===== config.mk =====
export PLATFORM = sky130hd
export DESIGN_NAME = scalar_to_false_color
export DESIGN_NICKNAME = d
export VERILOG_FILES = /design/src/design/s2fc_pkg.sv /design/src/design/scalar_to_false_color.sv
export SDC_FILE = /design/constraint.sdc
export NUM_CORES = 2
export LEC_CHECK = 0
export ABC_AREA = 1
export BUFFER_PORTS_ARGS = -buffer_cell sky130_fd_sc_hd__buf_2
export CORE_ASPECT_RATIO = 0.75
export CORE_MARGIN = 1.5
export CORE_UTILIZATION = 50
export CTS_CLUSTER_DIAMETER = 100
export DETAILED_ROUTE_END_ITERATION = 8
export PLACE_DENSITY = 0.67
export SYNTH_ARGS = -nofsm -noshare
export SYNTH_HDL_FRONTEND = slang
export SYNTH_SLANG_ARGS = --single-unit

===== constraint.sdc =====
create_clock -name clk -period 33.4 [get_ports clk]
set_clock_uncertainty 0.15 [all_clocks]
set_input_delay 3.34 -clock clk [delete_from_list [all_inputs] [get_ports clk]]
set_output_delay 3.34 -clock clk [all_outputs]
set_load 0.02 [all_outputs]

===== src/design/s2fc_pkg.sv =====
// ----------------------------------------------------------------------------
// s2fc_pkg
// Shared register indexes and color map codes of the false color mapper.
// ----------------------------------------------------------------------------
package s2fc_pkg;

    localparam int MODE_BITS  = 2;
    localparam int INDEX_BITS = 2;

    // register indexes on the configuration port
    localparam logic [INDEX_BITS-1:0] REG_RANGE_LOW  = 2'd0;
    localparam logic [INDEX_BITS-1:0] REG_RANGE_HIGH = 2'd1;
    localparam logic [INDEX_BITS-1:0] REG_MAP_MODE   = 2'd2;

    // color map codes
    localparam logic [MODE_BITS-1:0] MODE_JET  = 2'd0;
    localparam logic [MODE_BITS-1:0] MODE_GRAY = 2'd1;
    localparam logic [MODE_BITS-1:0] MODE_BLUE_RED = 2'd2;

    typedef logic [MODE_BITS-1:0] map_mode_t;

endpackage


===== src/design/scalar_to_false_color.sv =====
// ----------------------------------------------------------------------------
// scalar_to_false_color
// Normalizes a signed sample against a programmed range and maps it to RGB.
// ----------------------------------------------------------------------------
// Takes one sample per clock while the skid buffer is empty and returns one
// RGB item per sample, in order. The stages are one input register, range
// subtract, overflow check, a restoring divider that resolves one quotient
// bit per stage over FRAC_BITS + 2 stages, saturation, the color map, and
// the channel scaling multipliers. A one-entry skid buffer after the last
// stage holds a result that the sink does not take, so the pipe keeps
// running until that buffer is full. Program range_low, range_high and
// map_mode only while no item is in flight; the map reads them live.
// ----------------------------------------------------------------------------
module scalar_to_false_color
    import s2fc_pkg::*;
#(
    parameter int SAMPLE_BITS = 16,
    parameter int COLOR_BITS  = 8,
    parameter int FRAC_BITS   = 12
)
(
    input  logic                          clk,
    input  logic                          rst_n,

    input  logic                          cfg_write,
    input  logic [INDEX_BITS-1:0]         cfg_index,
    input  logic [SAMPLE_BITS-1:0]        cfg_data,

    input  logic                          in_valid,
    output logic                          in_ready,
    input  logic signed [SAMPLE_BITS-1:0] sample,

    output logic                          out_valid,
    input  logic                          out_ready,
    output logic [COLOR_BITS-1:0]         red,
    output logic [COLOR_BITS-1:0]         green,
    output logic [COLOR_BITS-1:0]         blue
);

    localparam int DW  = SAMPLE_BITS + 1;            // difference width
    localparam int QB  = FRAC_BITS + 2;              // quotient bits kept
    localparam int RW  = SAMPLE_BITS + FRAC_BITS + 4; // remainder width
    localparam int TW  = FRAC_BITS + 3;              // normalized value width
    localparam int MW  = FRAC_BITS + 7;              // map arithmetic width
    localparam int UW  = FRAC_BITS + 1;              // clamped channel width
    localparam int PW  = UW + COLOR_BITS + 1;        // scaling product width
    localparam int NS  = QB + 6;

    localparam logic [QB-1:0] Q_LOW  = QB'(1) << (FRAC_BITS - 2);
    localparam logic [QB-1:0] Q_HIGH = QB'(5) << (FRAC_BITS - 2);
    localparam logic signed [TW-1:0] T_LOW  = -(TW'(1) << (FRAC_BITS - 2));
    localparam logic signed [TW-1:0] T_HIGH = TW'(5) << (FRAC_BITS - 2);
    localparam logic signed [MW-1:0] ONE_W  = MW'(1) << FRAC_BITS;
    localparam logic signed [MW-1:0] HALF_W = MW'(1) << (FRAC_BITS - 1);
    localparam logic [PW-1:0] COLOR_MAX = PW'((1 << COLOR_BITS) - 1);
    localparam logic [PW-1:0] ROUND_HALF = PW'(1) << (FRAC_BITS - 1);

    // configuration registers
    logic signed [SAMPLE_BITS-1:0] range_low_reg;
    logic signed [SAMPLE_BITS-1:0] range_high_reg;
    map_mode_t                     map_mode_reg;

    always_ff @(posedge clk or negedge rst_n)
    begin
        if (!rst_n)
        begin
            range_low_reg  <= '0;
            range_high_reg <= SAMPLE_BITS'(32767);
            map_mode_reg   <= MODE_JET;
        end
        else if (cfg_write)
        begin
            unique case (cfg_index)
                REG_RANGE_LOW:  range_low_reg  <= cfg_data;
                REG_RANGE_HIGH: range_high_reg <= cfg_data;
                REG_MAP_MODE:   map_mode_reg   <= map_mode_t'(cfg_data[MODE_BITS-1:0]);
                default: ;
            endcase
        end
    end

    // pipeline control: every stage moves while the skid buffer is empty
    logic [NS-1:0] valid_reg;
    logic          skid_valid_reg;
    logic          advance;

    assign advance  = !skid_valid_reg;
    assign in_ready = advance;

    always_ff @(posedge clk or negedge rst_n)
    begin
        if (!rst_n)
        begin
            valid_reg <= '0;
        end
        else if (advance)
        begin
            valid_reg <= {valid_reg[NS-2:0], in_valid};
        end
    end

    // stage 0: input register
    logic signed [SAMPLE_BITS-1:0] sample_reg;

    always_ff @(posedge clk)
    begin
        if (advance)
        begin
            sample_reg <= sample;
        end
    end

    // stage 1: magnitudes of numerator and divisor
    logic signed [DW-1:0] diff;
    logic signed [DW-1:0] span;
    logic [DW-1:0]        diff_mag;
    logic [DW-1:0]        span_mag;
    logic [RW-1:0]        num_reg;
    logic [DW-1:0]        den_s1_reg;
    logic                 neg_s1_reg;
    logic                 zero_s1_reg;

    always_comb
    begin
        diff     = {sample_reg[SAMPLE_BITS-1], sample_reg}
                 - {range_low_reg[SAMPLE_BITS-1], range_low_reg};
        span     = {range_high_reg[SAMPLE_BITS-1], range_high_reg}
                 - {range_low_reg[SAMPLE_BITS-1], range_low_reg};
        diff_mag = diff[DW-1] ? DW'(-diff) : DW'(diff);
        span_mag = span[DW-1] ? DW'(-span) : DW'(span);
    end

    always_ff @(posedge clk)
    begin
        if (advance)
        begin
            num_reg     <= RW'({diff_mag, {FRAC_BITS{1'b0}}});
            den_s1_reg  <= span_mag;
            neg_s1_reg  <= diff[DW-1] ^ span[DW-1];
            zero_s1_reg <= (span == '0);
        end
    end

    // stage 2 (index 0) and divider stages (index 1..QB)
    logic [RW-1:0] rem_reg  [0:QB];
    logic [QB-1:0] quo_reg  [0:QB];
    logic [DW-1:0] den_reg  [0:QB];
    logic          neg_reg  [0:QB];
    logic          zero_reg [0:QB];
    logic          ovf_reg  [0:QB];

    logic [RW-1:0] rem_next [1:QB];
    logic [QB-1:0] quo_next [1:QB];

    always_comb
    begin
        for (int d = 1; d <= QB; d++)
        begin
            rem_next[d] = rem_reg[d-1];
            quo_next[d] = quo_reg[d-1];
            // try the divisor at weight 2^(QB-d)
            if (rem_reg[d-1] >= (RW'(den_reg[d-1]) << (QB - d)))
            begin
                rem_next[d]          = rem_reg[d-1] - (RW'(den_reg[d-1]) << (QB - d));
                quo_next[d][QB - d]  = 1'b1;
            end
        end
    end

    always_ff @(posedge clk)
    begin
        if (advance)
        begin
            rem_reg[0]  <= num_reg;
            quo_reg[0]  <= '0;
            den_reg[0]  <= den_s1_reg;
            neg_reg[0]  <= neg_s1_reg;
            zero_reg[0] <= zero_s1_reg;
            // quotient beyond the kept bits saturates anyway
            ovf_reg[0]  <= (num_reg >= (RW'(den_s1_reg) << QB));
            for (int d = 1; d <= QB; d++)
            begin
                rem_reg[d]  <= rem_next[d];
                quo_reg[d]  <= quo_next[d];
                den_reg[d]  <= den_reg[d-1];
                neg_reg[d]  <= neg_reg[d-1];
                zero_reg[d] <= zero_reg[d-1];
                ovf_reg[d]  <= ovf_reg[d-1];
            end
        end
    end

    // saturation stage: signed normalized value in [-0.25, 1.25]
    logic signed [TW-1:0] t_next;
    logic signed [TW-1:0] t_reg;

    always_comb
    begin
        if (zero_reg[QB])
        begin
            t_next = '0;
        end
        else if (neg_reg[QB])
        begin
            if (ovf_reg[QB] || (quo_reg[QB] > Q_LOW))
                t_next = T_LOW;
            else
                t_next = -$signed(TW'(quo_reg[QB]));
        end
        else
        begin
            if (ovf_reg[QB] || (quo_reg[QB] > Q_HIGH))
                t_next = T_HIGH;
            else
                t_next = $signed(TW'(quo_reg[QB]));
        end
    end

    always_ff @(posedge clk)
    begin
        if (advance)
        begin
            t_reg <= t_next;
        end
    end

    // map stage
    function automatic logic [UW-1:0] clamp_unit(input logic signed [MW-1:0] v);
        if (v < 0)
            return '0;
        else if (v > ONE_W)
            return UW'(ONE_W);
        else
            return UW'(v);
    endfunction

    logic signed [MW-1:0] t_w;
    logic signed [MW-1:0] t4;
    logic signed [MW-1:0] t10;
    logic signed [MW-1:0] r_w;
    logic signed [MW-1:0] g_w;
    logic signed [MW-1:0] b_w;
    logic [UW-1:0]        r_reg;
    logic [UW-1:0]        g_reg;
    logic [UW-1:0]        b_reg;

    always_comb
    begin
        t_w = MW'(t_reg);
        t4  = t_w <<< 2;
        t10 = (t_w <<< 3) + (t_w <<< 1);
        r_w = '0;
        g_w = '0;
        b_w = '0;
        case (map_mode_reg)
            MODE_JET:
            begin
                if (t10 < MW'(7) * ONE_W)
                    r_w = t4 - MW'(3) * HALF_W;
                else
                    r_w = MW'(9) * HALF_W - t4;
                if ((t_w <<< 1) < ONE_W)
                    g_w = t4 - HALF_W;
                else
                    g_w = MW'(7) * HALF_W - t4;
                if (t10 < MW'(3) * ONE_W)
                    b_w = t4 + HALF_W;
                else
                    b_w = MW'(5) * HALF_W - t4;
            end
            MODE_GRAY:
            begin
                r_w = t_w;
                g_w = t_w;
                b_w = t_w;
            end
            MODE_BLUE_RED:
            begin
                if ((t_w <<< 1) < ONE_W)
                begin
                    r_w = t_w <<< 1;
                    g_w = t_w <<< 1;
                    b_w = ONE_W;
                end
                else
                begin
                    r_w = ONE_W;
                    g_w = (ONE_W - t_w) <<< 1;
                    b_w = (ONE_W - t_w) <<< 1;
                end
            end
            default:
            begin
                r_w = '0;
                g_w = '0;
                b_w = '0;
            end
        endcase
    end

    always_ff @(posedge clk)
    begin
        if (advance)
        begin
            r_reg <= clamp_unit(r_w);
            g_reg <= clamp_unit(g_w);
            b_reg <= clamp_unit(b_w);
        end
    end

    // scaling stage: round(v * (2^COLOR_BITS - 1))
    logic [PW-1:0]         r_prod;
    logic [PW-1:0]         g_prod;
    logic [PW-1:0]         b_prod;
    logic [COLOR_BITS-1:0] red_reg;
    logic [COLOR_BITS-1:0] green_reg;
    logic [COLOR_BITS-1:0] blue_reg;

    always_comb
    begin
        r_prod = PW'(r_reg) * COLOR_MAX + ROUND_HALF;
        g_prod = PW'(g_reg) * COLOR_MAX + ROUND_HALF;
        b_prod = PW'(b_reg) * COLOR_MAX + ROUND_HALF;
    end

    always_ff @(posedge clk)
    begin
        if (advance)
        begin
            red_reg   <= r_prod[FRAC_BITS +: COLOR_BITS];
            green_reg <= g_prod[FRAC_BITS +: COLOR_BITS];
            blue_reg  <= b_prod[FRAC_BITS +: COLOR_BITS];
        end
    end

    // skid buffer: park the last item when the sink stalls
    logic                  skid_valid_next;
    logic [COLOR_BITS-1:0] skid_red_reg;
    logic [COLOR_BITS-1:0] skid_green_reg;
    logic [COLOR_BITS-1:0] skid_blue_reg;

    always_comb
    begin
        if (skid_valid_reg)
            skid_valid_next = !out_ready;
        else
            skid_valid_next = valid_reg[NS-1] && !out_ready;
    end

    always_ff @(posedge clk or negedge rst_n)
    begin
        if (!rst_n)
        begin
            skid_valid_reg <= 1'b0;
        end
        else
        begin
            skid_valid_reg <= skid_valid_next;
        end
    end

    always_ff @(posedge clk)
    begin
        if (!skid_valid_reg)
        begin
            skid_red_reg   <= red_reg;
            skid_green_reg <= green_reg;
            skid_blue_reg  <= blue_reg;
        end
    end

    assign out_valid = skid_valid_reg || valid_reg[NS-1];
    assign red       = skid_valid_reg ? skid_red_reg   : red_reg;
    assign green     = skid_valid_reg ? skid_green_reg : green_reg;
    assign blue      = skid_valid_reg ? skid_blue_reg  : blue_reg;

endmodule


# ---- After elaboration in Yosys (flattened, before gate mapping)
# Memories as Yosys holds them, arrays and structs flattened.
# Index checks and enable logic that the tools add are counted.
dict set report totals {
  reg_bits 209
  ramBits 990
  in_bits 39
  output_inout_bits 26
  mem_count 6
}
# memory words width rd rd_clocked_by_memory_dff wr line_no
set mem_list {}
lappend mem_list {rem_reg 15 32 14 0 15 scalar_to_false_color.sv:145} ;# logic [RW-1:0] rem_reg [0:QB];
lappend mem_list {den_reg 15 17 14 0 15 scalar_to_false_color.sv:147} ;# logic [DW-1:0] den_reg [0:QB];
lappend mem_list {quo_reg 15 14 15 0 15 scalar_to_false_color.sv:146} ;# logic [QB-1:0] quo_reg [0:QB];
lappend mem_list {neg_reg 15 1 15 0 15 scalar_to_false_color.sv:148} ;# logic neg_reg [0:QB];
lappend mem_list {ovf_reg 15 1 15 0 15 scalar_to_false_color.sv:150} ;# logic ovf_reg [0:QB];
lappend mem_list {zero_reg 15 1 15 0 15 scalar_to_false_color.sv:149} ;# logic zero_reg [0:QB];
dict set report classes {
  addsub 30
  mul 3
  order_cmp 26
  eq_ne 4
  mux 50
  bitwise 1
  reduce_logical 15
}
# operator count
set op_table {}
lappend op_table {{32-bit two-way mux} 14}
lappend op_table {{19-bit one-hot mux with 3 select lines} 3}
lappend op_table {{19-bit two-way mux} 6}
lappend op_table {{20-bit by 12-bit adder with 20-bit output, second input constant} 3}
lappend op_table {{13-bit by 8-bit multiplier with 20-bit output, second input constant} 3}
lappend op_table {{19-bit by 14-bit > comparator with 1-bit output, second input constant} 3}
lappend op_table {{19-bit by 1-bit less-than comparator with 1-bit output, second input constant} 3}
lappend op_table {{13-bit two-way mux} 3}
lappend op_table {{15-bit by 17-bit subtractor with 18-bit output, first input constant} 2}
lappend op_table {{17-bit negation} 2}
lappend op_table {{16-bit by 16-bit subtractor with 17-bit output} 2}
lappend op_table {{32-bit by 17-bit greater-or-equal comparator with 1-bit output} 1}
lappend op_table {{32-bit by 18-bit greater-or-equal comparator with 1-bit output} 1}
lappend op_table {{32-bit by 19-bit greater-or-equal comparator with 1-bit output} 1}
lappend op_table {{32-bit by 20-bit greater-or-equal comparator with 1-bit output} 1}
lappend op_table {{32-bit by 21-bit greater-or-equal comparator with 1-bit output} 1}
lappend op_table {{32-bit by 22-bit greater-or-equal comparator with 1-bit output} 1}
lappend op_table {{32-bit by 23-bit greater-or-equal comparator with 1-bit output} 1}
lappend op_table {{32-bit by 24-bit greater-or-equal comparator with 1-bit output} 1}
lappend op_table {{32-bit by 25-bit greater-or-equal comparator with 1-bit output} 1}
lappend op_table {{32-bit by 26-bit greater-or-equal comparator with 1-bit output} 1}
lappend op_table {{32-bit by 27-bit greater-or-equal comparator with 1-bit output} 1}
lappend op_table {{32-bit by 28-bit greater-or-equal comparator with 1-bit output} 1}
lappend op_table {{32-bit by 29-bit greater-or-equal comparator with 1-bit output} 1}
lappend op_table {{43 further kinds} 72}

# ---- Logic depth before layout (Yosys ltp)
dict set report logic_depth {
  ltp_word 6
  ltp_mapped 25
  ltp_nobuf 23
}

# ---- Worst setup path after synthesis
# No wires, ideal clock.
dict set report synth_timing {
  kind {flip-flop to output port}
  from {reg skid_valid_reg}
  to {out out_valid}
  arrival_ns 28.575
  required_ns 29.910
  slack_ns 1.335
  stages_incl_launch_ff 5
  cell_sequence {dfrtp_1 -> clkbuf_1 -> inv_1 -> clkbuf_1 -> nand2_1}
}
dict set report synth_via {
  elab_chain_len 1
}
# element line_no
set synth_lines {}
lappend synth_lines {{from (decl)} scalar_to_false_color.sv:84} ;# logic skid_valid_reg;
lappend synth_lines {{from (signal assigned)} scalar_to_false_color.sv:358} ;# skid_valid_reg <= skid_valid_next;
lappend synth_lines {{1-bit logical OR} scalar_to_false_color.sv:372} ;# assign out_valid = skid_valid_reg || valid_reg[NS-1];
lappend synth_lines {{to (decl)} scalar_to_false_color.sv:33} ;# output logic out_valid,
# Every way passes these cells.

# ---- Worst setup path after layout
dict set report layout_timing {
  from {reg skid_valid_reg}
  to {out red[6]}
}
dict set report layout_via {
  elab_chain_len 1
}
# element line_no
set layout_lines {}
lappend layout_lines {{8-bit two-way mux} n/a}
lappend layout_lines {{to (decl)} scalar_to_false_color.sv:35} ;# output logic [COLOR_BITS-1:0] red,
# Every way passes these cells.

==> flow_metrics.py <==
metrics = {
    "run_status": {
        "run_status": "complete, no violations",
    },
    "clock_network": {
        "ctsResizeCount": 0,
        "cts-buffers-inserted": 92,
        "cts.clk_slew.worst_paths_ns": 0.07,
        "cts-root-buf": "clkbuf_16",
        "clockBufferDepth": 3,
        "hold_buffers": 0,
        "cts_tree": "built",
        "cts_setup_buffers": 0,
        "cts_sinks": 940,
        "ctsHtreeMaxLevel": 3,
        "insertion_delay_ns": 0.68,
    },
    "floorplan": {
        "die_area_um2": 115200,
        "die_x_um": 391.5,
        "core_area_um2": 111800,
        "io-pin-count": 65,
        "num_rows": 106,
        "start_util_pct": 50.62,
        "die_y_um": 294.4,
    },
    "logic_synthesis": {
        "synth_seq_area_share_pct": 49.00,
        "async_flop_share_pct": 5.851,
        "syn_avg_cell_area_um2": 9.996,
        "ys_seq_elements": 940,
        "ys_top_cells_by_area": "edfxtp_1 46%, ha_1 9.6%, nand2_1 6.5%, fa_1 6.3%, inv_1 5.7%",
        "synth_top_area_cell": "edfxtp_1",
        "syn_nets": 6312,
        "yosysTopAreaCellShare_pct": 45.68,
        "yosys.cell_types.count": 75,
        "netlist_area_um2": 56600,
        "yosys_warnings": 0,
        "synthFlopType": "edfxtp_1",
        "synth_cells": 5662,
        "synth_edf_count": 861,
    },
    "sta": {
        "slew_headroom_pct": 26.98,
        "worst_slack_ns": 27.14,
        "finalSetupTns_ns": 0,
        "period_share_pct": 18.75,
        "worstMarginPinSlew_ns": 1.095,
        "hold_viol_final": 0,
        "fmax_ghz": 0.1597,
        "period_minus_slack_ns": 6.261,
        "setup_violations": 0,
        "rsz0062_at_grt": "no",
        "drv_slew": 0,
    },
    "worst_setup_path": {
        "cp-start-kind": "flop",
        "crit_chain": "inv_8, buf_4, nand2_1, nand2_1, buf_2",
        "crit_buf_inv": 3,
        "end_kind": "output port",
        "crit_type": "reg -> out",
        "worstPathRequired_ns": 29.91,
        "critPathMaxStageDelay_ns": 0.70,
        "crit_family": "buffers and inverters",
        "crit_path_top_delay_cell": "buf_4",
        "cp_max_fo": 91,
        "cp_common_cell": "nand2_1",
        "arrival_ns": 2.77,
    },
    "placement": {
        "place_congestion": 0.8953,
        "hpwl_um": 87490,
        "dp_slack_ns": 27.79,
        "place_inst": 7178,
        "io_buffers": 64,
    },
    "cells_and_area": {
        "final_common_cell": "nand2_1",
        "area_delta_synth_final_pct": 9.123,
        "drive_above_1_share_pct": 5.585,
        "nets": 6410,
        "largest_register_ffs": 343,
        "layout_common_cells": "980 x nand2_1, 864 x inv_1, 861 x edfxtp_1",
        "fin_util_pct": 55.24,
        "fin_cells": 7350,
    },
    "detailed_routing": {
        "wl_um": 115500,
        "drtPass1Iterations": 6,
        "via_per_inst": 5.219,
        "ant_nets": 0,
        "routedWlPerCell_um": 15.72,
        "drc": 0,
        "dr.first_iter.drc_count": 3236,
        "dr_total_vias": 38360,
    },
    "min_path": {
        "hp-class": "reg -> reg",
    },
    "grt": {
        "antenna_found_initial": 4,
        "grt_max_degree": 181,
        "grt_use_total_pct": 20.04,
        "grt_pass1_vias": 35960,
        "grt_pass1_wl_um": 187800,
        "grt-ovfl-total": 0,
    },
    "job": {
        "maxCapViolCount": 0,
    },
}
-- worst register-to-register path, stage by stage, from the launching register on --
cell,delay [ns]
edfxtp_1,0.52
fa_1,0.63
inv_1,0.08
fa_1,0.53
inv_1,0.06
fa_1,0.50
fa_1,0.49
ha_1,0.31
nand2_1,0.05
o21ai_0,0.26
a31oi_1,0.21
o21ai_0,0.44
a21o_1,0.22
nand3_1,0.09
or2_2,0.29
nand2_1,0.07
xor2_1,0.06
-- path summary, 6_finish.rpt --
| check | start | to | slack (ns) | cells after the start |
|---|---|---|---|---|
| max in group asynchronous | rst_n | skid_valid_reg | 29.94 | 2 |
| worst min-delay path | quo_reg[1][19] | quo_reg[1][33] | 0.26 | 0 |
| worst max-delay path | skid_valid_reg | red[6] | 27.14 | 5 |
| worst min register to register | quo_reg[1][19] | quo_reg[1][33] | 0.26 | 0 |
| worst max register to register | b_reg[4] | blue_reg[7] | 28.21 | 16 |
| min in group asynchronous | rst_n | skid_valid_reg | 2.66 | 2 |
-- cells in the mapped netlist, types with 7 or more instances --
cell type,instances
nor4_1,27
o2111ai_1,10
nor3b_1,10
a211oi_1,14
dfstp_2,15
o21ai_1,12
a21oi_1,400
or2_2,21
a21o_1,17
nor2_2,13
xnor2_1,185
o211ai_1,17
xor2_1,191
o21a_1,17
nand4_1,47
o221ai_1,8
edfxtp_1,861
nor3_1,59
o21bai_1,12
ha_1,434
a31oi_1,26
fa_1,177
a32oi_1,7
clkbuf_1,48
a21boi_0,10
o31ai_1,7
dfrtp_1,40
nand2_1,980
nor2_1,467
nand3b_1,8
buf_2,23
dfxtp_1,24
inv_1,865
nand3_1,196
o21ai_0,318
-- cell families after synthesis --
kind of cell	count (synthesis)	synth area share [%]
AND/OR/NAND/NOR	1864	13.82
buffers and inverters	955	6.451
flip-flops	940	49.00
AO/OA/AOI/OAI	912	8.973
adder cells (fa/ha/maj)	611	15.85
XOR/XNOR	377	5.847
multiplexers	3	0.05968
-- per-layer routing --
metal	global-route usage, %	share of wire (%)
met1	31.77	51
met2	28.91	41
met3	3.037	5.9
met4	3.948	1.4
met5	0	0
-- stage by stage --
step	hold slack (ns)	instance area (um^2)
floorplan	0.2503	56600
global placement	0.2502	58640
detailed placement	0.2545	58640
CTS	0.2601	61760
global route	0.2624	61760
finish	0.2601	61760
-- area by class of cell --
class	count	area, um^2
sequential	940	27730
tap	1512	1892
antenna	1	2.502
fill	9629	50040
multi-input combinational	3767	25220
clock buffer	126	2604
clock inverter	45	518.0
inverter	873	3284
timing repair buffer	86	510.5
Power is left out: the tool's default activity adds up to more than one toggle a clock period on the data nets, which glitch-free logic cannot reach.
